## config.mk

```make
export PLATFORM = sky130hd
export DESIGN_NAME = permutation_unrank_unit_flat
export DESIGN_NICKNAME = d
export VERILOG_FILES = /design/src/sv/pru_pkg.sv /design/src/sv/pru_if.sv /design/src/sv/pru_ram.sv /design/src/sv/pru_div.sv /design/src/sv/permutation_unrank_unit.sv /design/src/flat_wrapper.sv
export VERILOG_INCLUDE_DIRS = /design/src /design/src/sv
export SDC_FILE = /design/constraint.sdc
export NUM_CORES = 1
export LEC_CHECK = 0
export ABC_AREA = 0
export BUFFER_PORTS_ARGS = -buffer_cell sky130_fd_sc_hd__buf_4
export CAP_MARGIN = 10
export CORE_ASPECT_RATIO = 2
export CORE_MARGIN = 5
export CORE_UTILIZATION = 49
export DETAILED_ROUTE_END_ITERATION = 7
export PLACE_DENSITY = 0.66
export SLEW_MARGIN = 20
export SYNTH_ARGS = -nofsm -noshare
export SYNTH_HDL_FRONTEND = slang
export SYNTH_SLANG_ARGS = --single-unit
```

## constraint.sdc

```tcl
create_clock -name clk -period 11.15 [get_ports clk]
set_input_delay 2.23 -clock clk [delete_from_list [all_inputs] [get_ports clk]]
set_output_delay 2.23 -clock clk [all_outputs]
set_load 0.02 [all_outputs]
```

## src/sv/permutation_unrank_unit_macros.svh

```systemverilog
// ----------------------------------------------------------------------------
// Permutation unrank unit - assertion macros
// Shared concurrent assertion forms, clocked on the rising edge and
// disabled while reset is high.
// ----------------------------------------------------------------------------
`ifndef PERMUTATION_UNRANK_UNIT_MACROS_SVH
`define PERMUTATION_UNRANK_UNIT_MACROS_SVH

// Same-cycle implication
`define PRU_ASSERT_IMP(label, clk, rst, ante, cons, msg) \
  label: assert property (@(posedge clk) disable iff (rst) (ante) |-> (cons)) \
    else $error(msg);

// Next-cycle implication
`define PRU_ASSERT_NXT(label, clk, rst, ante, cons, msg) \
  label: assert property (@(posedge clk) disable iff (rst) (ante) |=> (cons)) \
    else $error(msg);

`endif

```

## src/sv/pru_pkg.sv

```systemverilog
// ----------------------------------------------------------------------------
// Permutation unrank package
// Field widths, divider step constants, sequencer states and the divider
// status bundle.
// ----------------------------------------------------------------------------
package pru_pkg;

  // Field widths
  localparam int RANK_W = 45;
  localparam int POS_W  = 4;
  localparam int ELEM_W = 4;
  localparam int CFG_W  = 5;

  localparam logic [CFG_W-1:0] CFG_RESET = 5'd16;

  // Divider: quotient bits retired per cycle and steps per division
  localparam int DIV_BITS  = 5;
  localparam int DIV_STEPS = RANK_W / DIV_BITS;

  // Sequencer states
  typedef enum logic [2:0] {
    S_IDLE,
    S_INIT,
    S_START,
    S_WAIT,
    S_READ,
    S_WR_A,
    S_WR_B,
    S_OUT
  } state_t;

  // Divider status
  typedef struct packed {
    logic busy;
    logic done;
  } div_stat_t;

endpackage

```

## src/sv/pru_if.sv

```systemverilog
// ----------------------------------------------------------------------------
// Permutation unrank channel interfaces
// Valid/ready channels for the configuration write, the rank request and
// the element results.
// ----------------------------------------------------------------------------

// Configuration write channel
interface pru_cfg_if import pru_pkg::*; ();
  logic             valid;
  logic             ready;
  logic [CFG_W-1:0] data;

  modport source (output valid, output data, input ready);
  modport sink   (input valid, input data, output ready);
endinterface

// Rank request channel
interface pru_rank_if import pru_pkg::*; ();
  logic              valid;
  logic              ready;
  logic [RANK_W-1:0] rank;

  modport source (output valid, output rank, input ready);
  modport sink   (input valid, input rank, output ready);
endinterface

// Element result channel
interface pru_elem_if import pru_pkg::*; ();
  logic              valid;
  logic              ready;
  logic [POS_W-1:0]  position;
  logic [ELEM_W-1:0] element;
  logic              last;

  modport source (output valid, output position, output element, output last,
                  input ready);
  modport sink   (input valid, input position, input element, input last,
                  output ready);
endinterface

```

## src/sv/pru_ram.sv

```systemverilog
// ----------------------------------------------------------------------------
// Generic RAM
// One write port and two read ports, read data registered.
// ----------------------------------------------------------------------------
module pru_ram #(
  parameter int WIDTH = 4,
  parameter int DEPTH = 16
) (
  input  logic                     clk,
  input  logic                     we,
  input  logic [$clog2(DEPTH)-1:0] waddr,
  input  logic [WIDTH-1:0]         wdata,
  input  logic [$clog2(DEPTH)-1:0] raddr0,
  input  logic [$clog2(DEPTH)-1:0] raddr1,
  output logic [WIDTH-1:0]         rdata0,
  output logic [WIDTH-1:0]         rdata1
);

  logic [WIDTH-1:0] mem [DEPTH];

  // Write and registered reads
  always_ff @(posedge clk) begin
    if (we) begin
      mem[waddr] <= wdata;
    end
    rdata0 <= mem[raddr0];
    rdata1 <= mem[raddr1];
  end

endmodule

```

## src/sv/pru_div.sv

```systemverilog
// ----------------------------------------------------------------------------
// Iterative rank divider
// Restoring division of the rank by a small divisor, several quotient bits
// per cycle; quotient and remainder are valid on the done pulse.
// ----------------------------------------------------------------------------
`include "permutation_unrank_unit_macros.svh"

module pru_div import pru_pkg::*; #(
  parameter int DIV_W = 5
) (
  input  logic              clk,
  input  logic              rst,
  input  logic              start,
  input  logic [RANK_W-1:0] dividend,
  input  logic [DIV_W-1:0]  divisor,
  output div_stat_t         stat,
  output logic [RANK_W-1:0] quotient,
  output logic [DIV_W-1:0]  remainder
);

  localparam int CNT_W = $clog2(DIV_STEPS);

  logic              busy;
  logic              done;
  logic [CNT_W-1:0]  cnt;
  logic [RANK_W-1:0] acc;
  logic [DIV_W-1:0]  rem;
  logic [DIV_W-1:0]  dvs;
  logic [RANK_W-1:0] acc_next;
  logic [DIV_W-1:0]  rem_next;

  // Retire DIV_BITS quotient bits: shift in the top dividend bit, subtract
  always_comb begin
    logic [DIV_W:0] cand;
    acc_next = acc;
    rem_next = rem;
    for (int j = 0; j < DIV_BITS; j++) begin
      cand     = {rem_next, acc_next[RANK_W-1]};
      acc_next = {acc_next[RANK_W-2:0], 1'b0};
      if (cand >= {1'b0, dvs}) begin
        rem_next    = DIV_W'(cand - {1'b0, dvs});
        acc_next[0] = 1'b1;
      end else begin
        rem_next = DIV_W'(cand);
      end
    end
  end

  // Control: load on start, count steps, pulse done at the end
  always_ff @(posedge clk) begin
    if (rst) begin
      busy <= 1'b0;
      done <= 1'b0;
      cnt  <= '0;
    end else begin
      done <= 1'b0;
      if (start) begin
        busy <= 1'b1;
        cnt  <= '0;
      end else if (busy) begin
        cnt <= cnt + 1'b1;
        if (cnt == CNT_W'(DIV_STEPS - 1)) begin
          busy <= 1'b0;
          done <= 1'b1;
        end
      end
    end
  end

  // Datapath: operands load on start, then advance while busy
  always_ff @(posedge clk) begin
    if (start) begin
      acc <= dividend;
      rem <= '0;
      dvs <= divisor;
    end else if (busy) begin
      acc <= acc_next;
      rem <= rem_next;
    end
  end

  assign stat.busy = busy;
  assign stat.done = done;
  assign quotient  = acc;
  assign remainder = rem;

  `PRU_ASSERT_IMP(a_start_idle, clk, rst, start, !busy, "divider started while busy")
  `PRU_ASSERT_NXT(a_start_busy, clk, rst, start, busy, "divider not busy after start")
  `PRU_ASSERT_IMP(a_done_after, clk, rst, done, !busy && $past(busy), "stray divider done")

endmodule

```

## src/sv/permutation_unrank_unit.sv

```systemverilog
// ----------------------------------------------------------------------------
// Permutation unrank unit
// Turns a rank into a permutation of the configured length, one element
// per result beat in position order, with last on the final element.
// ----------------------------------------------------------------------------
// One rank is taken at a time; req.ready is high only while the unit is
// idle. For an effective length len (perm_length held to 1..MAX_ELEMENTS)
// an item runs in order: S_INIT writes the identity into the working RAM,
// S_START launches the first division, then each of the len steps waits
// in S_WAIT for the done pulse of the shared divider and swaps through the
// RAM's single write port (a read in S_READ, then writes in S_WR_A and
// S_WR_B, the second of which launches the next division while steps
// remain); the elements then stream out at one beat per cycle while the
// output is not stalled, after the registered RAM read, and the idle state
// takes the next rank. The last result may still wait in the output
// register while the next rank is accepted. Ranks of len! or more act as
// rank mod len!. Configuration is accepted at any time but must only be
// written while the unit is idle.
// ----------------------------------------------------------------------------
`include "permutation_unrank_unit_macros.svh"

module permutation_unrank_unit import pru_pkg::*; #(
  parameter int MAX_ELEMENTS = 16
) (
  input  logic        clk,
  input  logic        rst,
  pru_cfg_if.sink     cfg,
  pru_rank_if.sink    req,
  pru_elem_if.source  rsp
);

  localparam int LEN_W = $clog2(MAX_ELEMENTS + 1);
  localparam int IDX_W = $clog2(MAX_ELEMENTS);

  state_t state;
  state_t state_next;

  logic [CFG_W-1:0]  perm_length;
  logic [CFG_W-1:0]  len_clamp;
  logic [LEN_W-1:0]  len;
  logic [LEN_W-1:0]  n;
  logic [IDX_W-1:0]  idx;
  logic [IDX_W-1:0]  k;
  logic [IDX_W-1:0]  tmp;
  logic [IDX_W-1:0]  n_idx;
  logic [RANK_W-1:0] work_rank;
  logic              rd_valid;

  logic              out_valid;
  logic [POS_W-1:0]  out_position;
  logic [ELEM_W-1:0] out_element;
  logic              out_last;
  logic              out_load;
  logic              idx_last;

  logic              ram_we;
  logic [IDX_W-1:0]  ram_waddr;
  logic [IDX_W-1:0]  ram_wdata;
  logic [IDX_W-1:0]  ram_raddr0;
  logic [IDX_W-1:0]  ram_rdata0;
  logic [IDX_W-1:0]  ram_rdata1;

  logic              div_start;
  logic [LEN_W-1:0]  div_divisor;
  div_stat_t         div_stat;
  logic [RANK_W-1:0] div_quot;
  logic [LEN_W-1:0]  div_rem;

  logic              req_beat;

  // Configuration register
  assign cfg.ready = 1'b1;

  always_ff @(posedge clk) begin
    if (rst) begin
      perm_length <= CFG_RESET;
    end else if (cfg.valid) begin
      perm_length <= cfg.data;
    end
  end

  // Hold the length to 1..MAX_ELEMENTS
  always_comb begin
    if (perm_length == '0) begin
      len_clamp = CFG_W'(1);
    end else if (perm_length > CFG_W'(MAX_ELEMENTS)) begin
      len_clamp = CFG_W'(MAX_ELEMENTS);
    end else begin
      len_clamp = perm_length;
    end
  end

  assign req_beat = req.valid && req.ready;
  assign n_idx    = IDX_W'(n - 1'b1);
  assign idx_last = (idx == IDX_W'(len - 1'b1));
  assign out_load = (state == S_OUT) && rd_valid && (!out_valid || rsp.ready);

  // Next state
  always_comb begin
    state_next = state;
    unique case (state)
      S_IDLE:  if (req.valid) state_next = S_INIT;
      S_INIT:  if (idx_last) state_next = S_START;
      S_START: state_next = S_WAIT;
      S_WAIT:  if (div_stat.done) state_next = S_READ;
      S_READ:  state_next = S_WR_A;
      S_WR_A:  state_next = S_WR_B;
      S_WR_B:  state_next = (n == LEN_W'(1)) ? S_OUT : S_WAIT;
      S_OUT:   if (out_load && idx_last) state_next = S_IDLE;
      default: state_next = S_IDLE;
    endcase
  end

  // Outputs of the sequencer: RAM ports, divider launch, request ready
  always_comb begin
    ram_we      = 1'b0;
    ram_waddr   = idx;
    ram_wdata   = idx;
    ram_raddr0  = n_idx;
    div_start   = 1'b0;
    div_divisor = n;
    req.ready   = 1'b0;
    unique case (state) inside
      S_IDLE: begin
        req.ready = 1'b1;
      end
      S_INIT: begin
        ram_we = 1'b1;
      end
      S_START: begin
        div_start = 1'b1;
      end
      S_WAIT, S_READ: begin
        ram_raddr0 = n_idx;
      end
      S_WR_A: begin
        ram_we    = 1'b1;
        ram_waddr = n_idx;
        ram_wdata = ram_rdata1;
      end
      S_WR_B: begin
        ram_we      = 1'b1;
        ram_waddr   = k;
        ram_wdata   = tmp;
        div_start   = (n != LEN_W'(1));
        div_divisor = n - 1'b1;
      end
      S_OUT: begin
        ram_raddr0 = (out_load && !idx_last) ? idx + 1'b1 : idx;
      end
      default: begin
        req.ready = 1'b0;
      end
    endcase
  end

  // State register
  always_ff @(posedge clk) begin
    if (rst) begin
      state <= S_IDLE;
    end else begin
      state <= state_next;
    end
  end

  // Working registers: rank, length, step counter, swap operands
  always_ff @(posedge clk) begin
    if (rst) begin
      work_rank <= '0;
    end else if (req_beat) begin
      work_rank <= req.rank;
    end else if (state == S_WAIT && div_stat.done) begin
      work_rank <= div_quot;
    end
  end

  always_ff @(posedge clk) begin
    if (req_beat) begin
      len <= LEN_W'(len_clamp);
      n   <= LEN_W'(len_clamp);
      idx <= '0;
    end
    if (state == S_INIT && !idx_last) begin
      idx <= idx + 1'b1;
    end
    if (state == S_WAIT && div_stat.done) begin
      k <= IDX_W'(div_rem);
    end
    if (state == S_WR_A) begin
      tmp <= ram_rdata0;
    end
    if (state == S_WR_B) begin
      if (n == LEN_W'(1)) begin
        idx <= '0;
      end else begin
        n <= n - 1'b1;
      end
    end
    if (out_load && !idx_last) begin
      idx <= idx + 1'b1;
    end
  end

  // Read data is good from the cycle after S_OUT is entered
  always_ff @(posedge clk) begin
    if (rst) begin
      rd_valid <= 1'b0;
    end else begin
      rd_valid <= (state == S_OUT);
    end
  end

  // Output register
  always_ff @(posedge clk) begin
    if (rst) begin
      out_valid <= 1'b0;
    end else if (out_load) begin
      out_valid <= 1'b1;
    end else if (rsp.ready) begin
      out_valid <= 1'b0;
    end
  end

  always_ff @(posedge clk) begin
    if (out_load) begin
      out_position <= POS_W'(idx);
      out_element  <= ELEM_W'(ram_rdata0);
      out_last     <= idx_last;
    end
  end

  assign rsp.valid    = out_valid;
  assign rsp.position = out_position;
  assign rsp.element  = out_element;
  assign rsp.last     = out_last;

  // Working permutation
  pru_ram #(
    .WIDTH (IDX_W),
    .DEPTH (MAX_ELEMENTS)
  ) u_perm (
    .clk    (clk),
    .we     (ram_we),
    .waddr  (ram_waddr),
    .wdata  (ram_wdata),
    .raddr0 (ram_raddr0),
    .raddr1 (k),
    .rdata0 (ram_rdata0),
    .rdata1 (ram_rdata1)
  );

  // Shared divider: rank mod n and rank / n
  pru_div #(
    .DIV_W (LEN_W)
  ) u_div (
    .clk       (clk),
    .rst       (rst),
    .start     (div_start),
    .dividend  (work_rank),
    .divisor   (div_divisor),
    .stat      (div_stat),
    .quotient  (div_quot),
    .remainder (div_rem)
  );

  `PRU_ASSERT_IMP(a_wait_div, clk, rst, state == S_WAIT, div_stat.busy || div_stat.done, "waiting on an idle divider")
  `PRU_ASSERT_IMP(a_out_n_one, clk, rst, state == S_OUT, n == LEN_W'(1), "output phase before all steps ran")
  `PRU_ASSERT_IMP(a_last_pos, clk, rst, out_valid && out_last, out_position == POS_W'(len - 1'b1), "last flag on wrong position")
  `PRU_ASSERT_NXT(a_req_init, clk, rst, req_beat, state == S_INIT, "request beat did not start the identity fill")

endmodule

```

## src/flat_wrapper.sv

```systemverilog
// flat-port wrapper written by rule: the top's interface ports become plain ports
module permutation_unrank_unit_flat import pru_pkg::*;
#(
  parameter int MAX_ELEMENTS = 16
)
  (clk, rst, cfg_valid, cfg_data, cfg_ready, req_valid, req_rank, req_ready, rsp_valid, rsp_position, rsp_element, rsp_last, rsp_ready);
  pru_cfg_if cfg_i ();
  pru_rank_if req_i ();
  pru_elem_if rsp_i ();
  input  logic clk;
  input  logic rst;
  input wire logic [$bits(cfg_i.valid)-1:0] cfg_valid;
  input wire logic [$bits(cfg_i.data)-1:0] cfg_data;
  output wire logic [$bits(cfg_i.ready)-1:0] cfg_ready;
  input wire logic [$bits(req_i.valid)-1:0] req_valid;
  input wire logic [$bits(req_i.rank)-1:0] req_rank;
  output wire logic [$bits(req_i.ready)-1:0] req_ready;
  output wire logic [$bits(rsp_i.valid)-1:0] rsp_valid;
  output wire logic [$bits(rsp_i.position)-1:0] rsp_position;
  output wire logic [$bits(rsp_i.element)-1:0] rsp_element;
  output wire logic [$bits(rsp_i.last)-1:0] rsp_last;
  input wire logic [$bits(rsp_i.ready)-1:0] rsp_ready;
  assign cfg_i.valid = cfg_valid;
  assign cfg_i.data = cfg_data;
  assign cfg_ready = cfg_i.ready;
  assign req_i.valid = req_valid;
  assign req_i.rank = req_rank;
  assign req_ready = req_i.ready;
  assign rsp_valid = rsp_i.valid;
  assign rsp_position = rsp_i.position;
  assign rsp_element = rsp_i.element;
  assign rsp_last = rsp_i.last;
  assign rsp_i.ready = rsp_ready;
  permutation_unrank_unit #(.MAX_ELEMENTS(MAX_ELEMENTS)) u_core (.clk(clk), .rst(rst), .cfg(cfg_i), .req(req_i), .rsp(rsp_i));
endmodule
```

==> impl_metrics.json <==
{
  "clockRootBuffer": "clkbuf_16",
  "fin_util": 0.557,
  "layout_common_cells": "nand2_1 (243), edfxtp_1 (135), nor2_1 (114)",
  "grt_max_degree": 92,
  "tritoncts": "done",
  "yosysUniqueCellTypes": 62,
  "io_buffers": 65,
  "drive_above_1_share": 0.129,
  "numCtsBuffers": 20,
  "firstDrtPassIters": 7,
  "synth.ff_latch_count": 218,
  "diodes": 0,
  "postCtsSetupBuffers": 0,
  "cp-end-kind": "register",
  "ys.flop_type": "edfxtp_1",
  "rr_worst_depth": 37,
  "ant_nets": 0,
  "yosysWarnings": 0,
  "fin_area_mm2": 0.0124,
  "setup_viol_count_final": 0,
  "fillers": 1983,
  "final_common_cell": "nand2_1",
  "final.setup.tns_ns": 0,
  "grtUsageMet3": 0.0197,
  "post_cts_resized": 0,
  "fmax_mhz": 101,
  "placed_cell_area_mm2": 0.0117,
  "clock_sinks": 218,
  "fin_skew_ns": 0.0254,
  "drc_errors": 0,
  "status": "finished clean",
  "grt_busiest_layer": "met2",
  "synth.net_count": 1147,
  "whs_ns": 0.438,
  "syn2layout_area_growth_pct": 12.1,
  "finalHoldViolCount": 0,
  "grt_first_pass_wirelength_um": 43100,
  "design.core.area_mm2": 0.0222,
  "wl_per_cell_um": 20.0,
  "routed_via_density": 5.77,
  "initial_core_util": 0.497,
  "hpwl_um": 19500,
  "ctsHoldBuffers": 0,
  "slew_viol_final": 0,
  "maxCapViolations": 0,
  "worstPathRequired_ns": 11.58,
  "num_io_pins": 67,
  "synth_area_mm2": 0.0110,
  "min_period_ns": 9.92,
  "overflow": 0,
  "worst-path-max-fanout": 8,
  "timing.rr.start": "u_core.u_div.dvs[1]$_DFFE_PP_",
  "r2r_end": "u_core.u_div.remainder[2]$_SDFFE_PP0P_",
  "regToRegSetupSlack_ns": 1.23,
  "dr.first_iter.drc_count": 413,
  "crit_start": "u_core.u_div.dvs[1]$_DFFE_PP_",
  "critPathMostFrequentCell": "a21oi_1",
  "async_flop_share": 0,
  "antenna_found_initial": 0,
  "grt_pass1_vias": 8114,
  "crit_buf_inv": 3,
  "num_vias": 7980,
  "die_w_um": 116,
  "htreeDepth": 1,
  "fin_nets": 1187,
  "row_count": 77,
  "die_area_mm2": 0.0258,
  "cpPeakStageDelay_ns": 0.55,
  "min_period_over_period": 0.890,
  "cp-endpoint": "u_core.u_div.remainder[2]$_SDFFE_PP0P_",
  "tightest_slew_ns": 0.949,
  "met2_usage": 0.414,
  "cp.arrival_ns": 10.35,
  "critPathTopFamily": "compound AO/OA/AOI/OAI gates",
  "clk_latency_ns": 0.52,
  "cp-start-kind": "register",
  "worstSetupPathType": "reg2reg",
  "gp_congestion": 0.893,
  "groute.layer.met1.usage": 0.223,
  "wirelength_um": 27600,
  "cts_max_path_buffers": 3,
  "die_height_um": 222,
  "cpMaxStageDelayCell": "fa_1",
  "grtUsageTotal": 0.214,
  "slew_headroom": 0.367,
  "path_clk_slew_ns": 0.07,
  "rsz0062_at_grt": "no",
  "synth.avg_cell_area_um2": 10.5,
  "yosysSeqAreaShare": 0.519,
  "synth_edf_count": 135,
  "cp.depth": 37,
  "synthCells": 1052,
  "worstHoldPathType": "reg2reg"
}
-- sequential cells by signal, indices dropped and copies added (netlist names) --
| register | flops |
|---|---|
| u_core.idx | 4 |
| u_core.k | 4 |
| u_core.len | 4 |
| u_core.n | 5 |
| u_core.perm_length | 5 |
| u_core.rd_valid | 1 |
| u_core.rsp.element | 4 |
| u_core.rsp.last | 1 |
| u_core.rsp.position | 4 |
| u_core.rsp.valid | 1 |
| u_core.state | 3 |
| u_core.tmp | 4 |
| u_core.u_div.busy | 1 |
| u_core.u_div.cnt | 4 |
| u_core.u_div.done | 1 |
| u_core.u_div.dvs | 5 |
| u_core.u_div.quotient | 45 |
| u_core.u_div.remainder | 5 |
| u_core.u_perm.mem | 64 |
| u_core.u_perm.rdata0 | 4 |
| u_core.u_perm.rdata1 | 4 |
| u_core.work_rank | 45 |
-- cell usage after synthesis, types with 9 or more instances --
cell type / n / share of area
a211oi_1: 12 / 0.0082
a21o_1: 9 / 0.0061
a21oi_1: 29 / 0.013
a311oi_1: 40 / 0.032
clkbuf_1: 47 / 0.016
dfxtp_1: 83 / 0.15
edfxtp_1: 135 / 0.37
ha_1: 35 / 0.040
inv_1: 32 / 0.011
mux2i_1: 77 / 0.070
mux4_2: 20 / 0.041
nand2_1: 246 / 0.084
nor2_1: 114 / 0.039
nor2b_1: 9 / 0.0051
nor3_1: 14 / 0.0064
o21ai_0: 15 / 0.0068
xnor2_1: 16 / 0.013
xor2_1: 13 / 0.010
-- cell type report --
class	instances	area (um^2)	share of cell area
clock buffers	27	547	0.0443
clock inverters	9	80.1	0.00648
inverters	34	128	0.0103
multi-input cells	742	4970	0.402
flip-flops and latches	218	5720	0.463
well taps	276	345	0.0280
repair buffers	76	571	0.0462
-- metal layers --
layer	share of wire	vias up
met5	0	-
met4	0.047	0
met3	0.030	72
met2	0.57	202
met1	0.35	3867
li1	-	3839
-- how the worst min path moves through the flow --
stage,startpoint,end,slack (ns),cells past startpoint
final,u_core.u_perm.rdata0[0]$_DFF_P_,u_core.rsp.element[0]$_DFFE_PP_,0.44,0
after global routing,u_core.u_perm.rdata0[0]$_DFF_P_,u_core.tmp[0]$_DFFE_PP_,0.44,0
after CTS,u_core.u_perm.rdata0[0]$_DFF_P_,u_core.rsp.element[0]$_DFFE_PP_,0.44,0
after detailed placement,u_core.u_perm.rdata0[0]$_DFF_P_,u_core.tmp[0]$_DFFE_PP_,0.43,0
after global placement,u_core.u_perm.rdata0[2]$_DFF_P_,u_core.tmp[2]$_DFFE_PP_,0.42,0
after floorplan,u_core.u_perm.rdata0[0]$_DFF_P_,u_core.rsp.element[0]$_DFFE_PP_,0.40,0
-- logic make-up (layout without fill, tap and decap cells) --
| kind of cell | Yosys count | count (layout) | synth area share |
|---|---|---|---|
| AO/OA/AOI/OAI | 148 | 148 | 0.100 |
| XOR/XNOR | 30 | 30 | 0.0251 |
| adder cells (fa/ha/maj) | 40 | 40 | 0.0488 |
| buffers and inverters | 92 | 146 | 0.0335 |
| flip-flops | 218 | 218 | 0.519 |
| multiplexers | 103 | 103 | 0.117 |
| other | 1 | 1 | 0.000340 |
| AND/OR/NAND/NOR | 420 | 420 | 0.156 |
-- stage by stage --
step	worst slack, ns	instances
3_3_place_gp	1.45	1346
3_5_place_dp	1.27	1346
5_1_grt	0.515	1382
2_1_floorplan	2.50	1052
6_report	1.23	1382
4_1_cts	1.22	1382
Power is not shown: default switching activity piles up to over one toggle a cycle in this logic, so the estimate is an artifact.
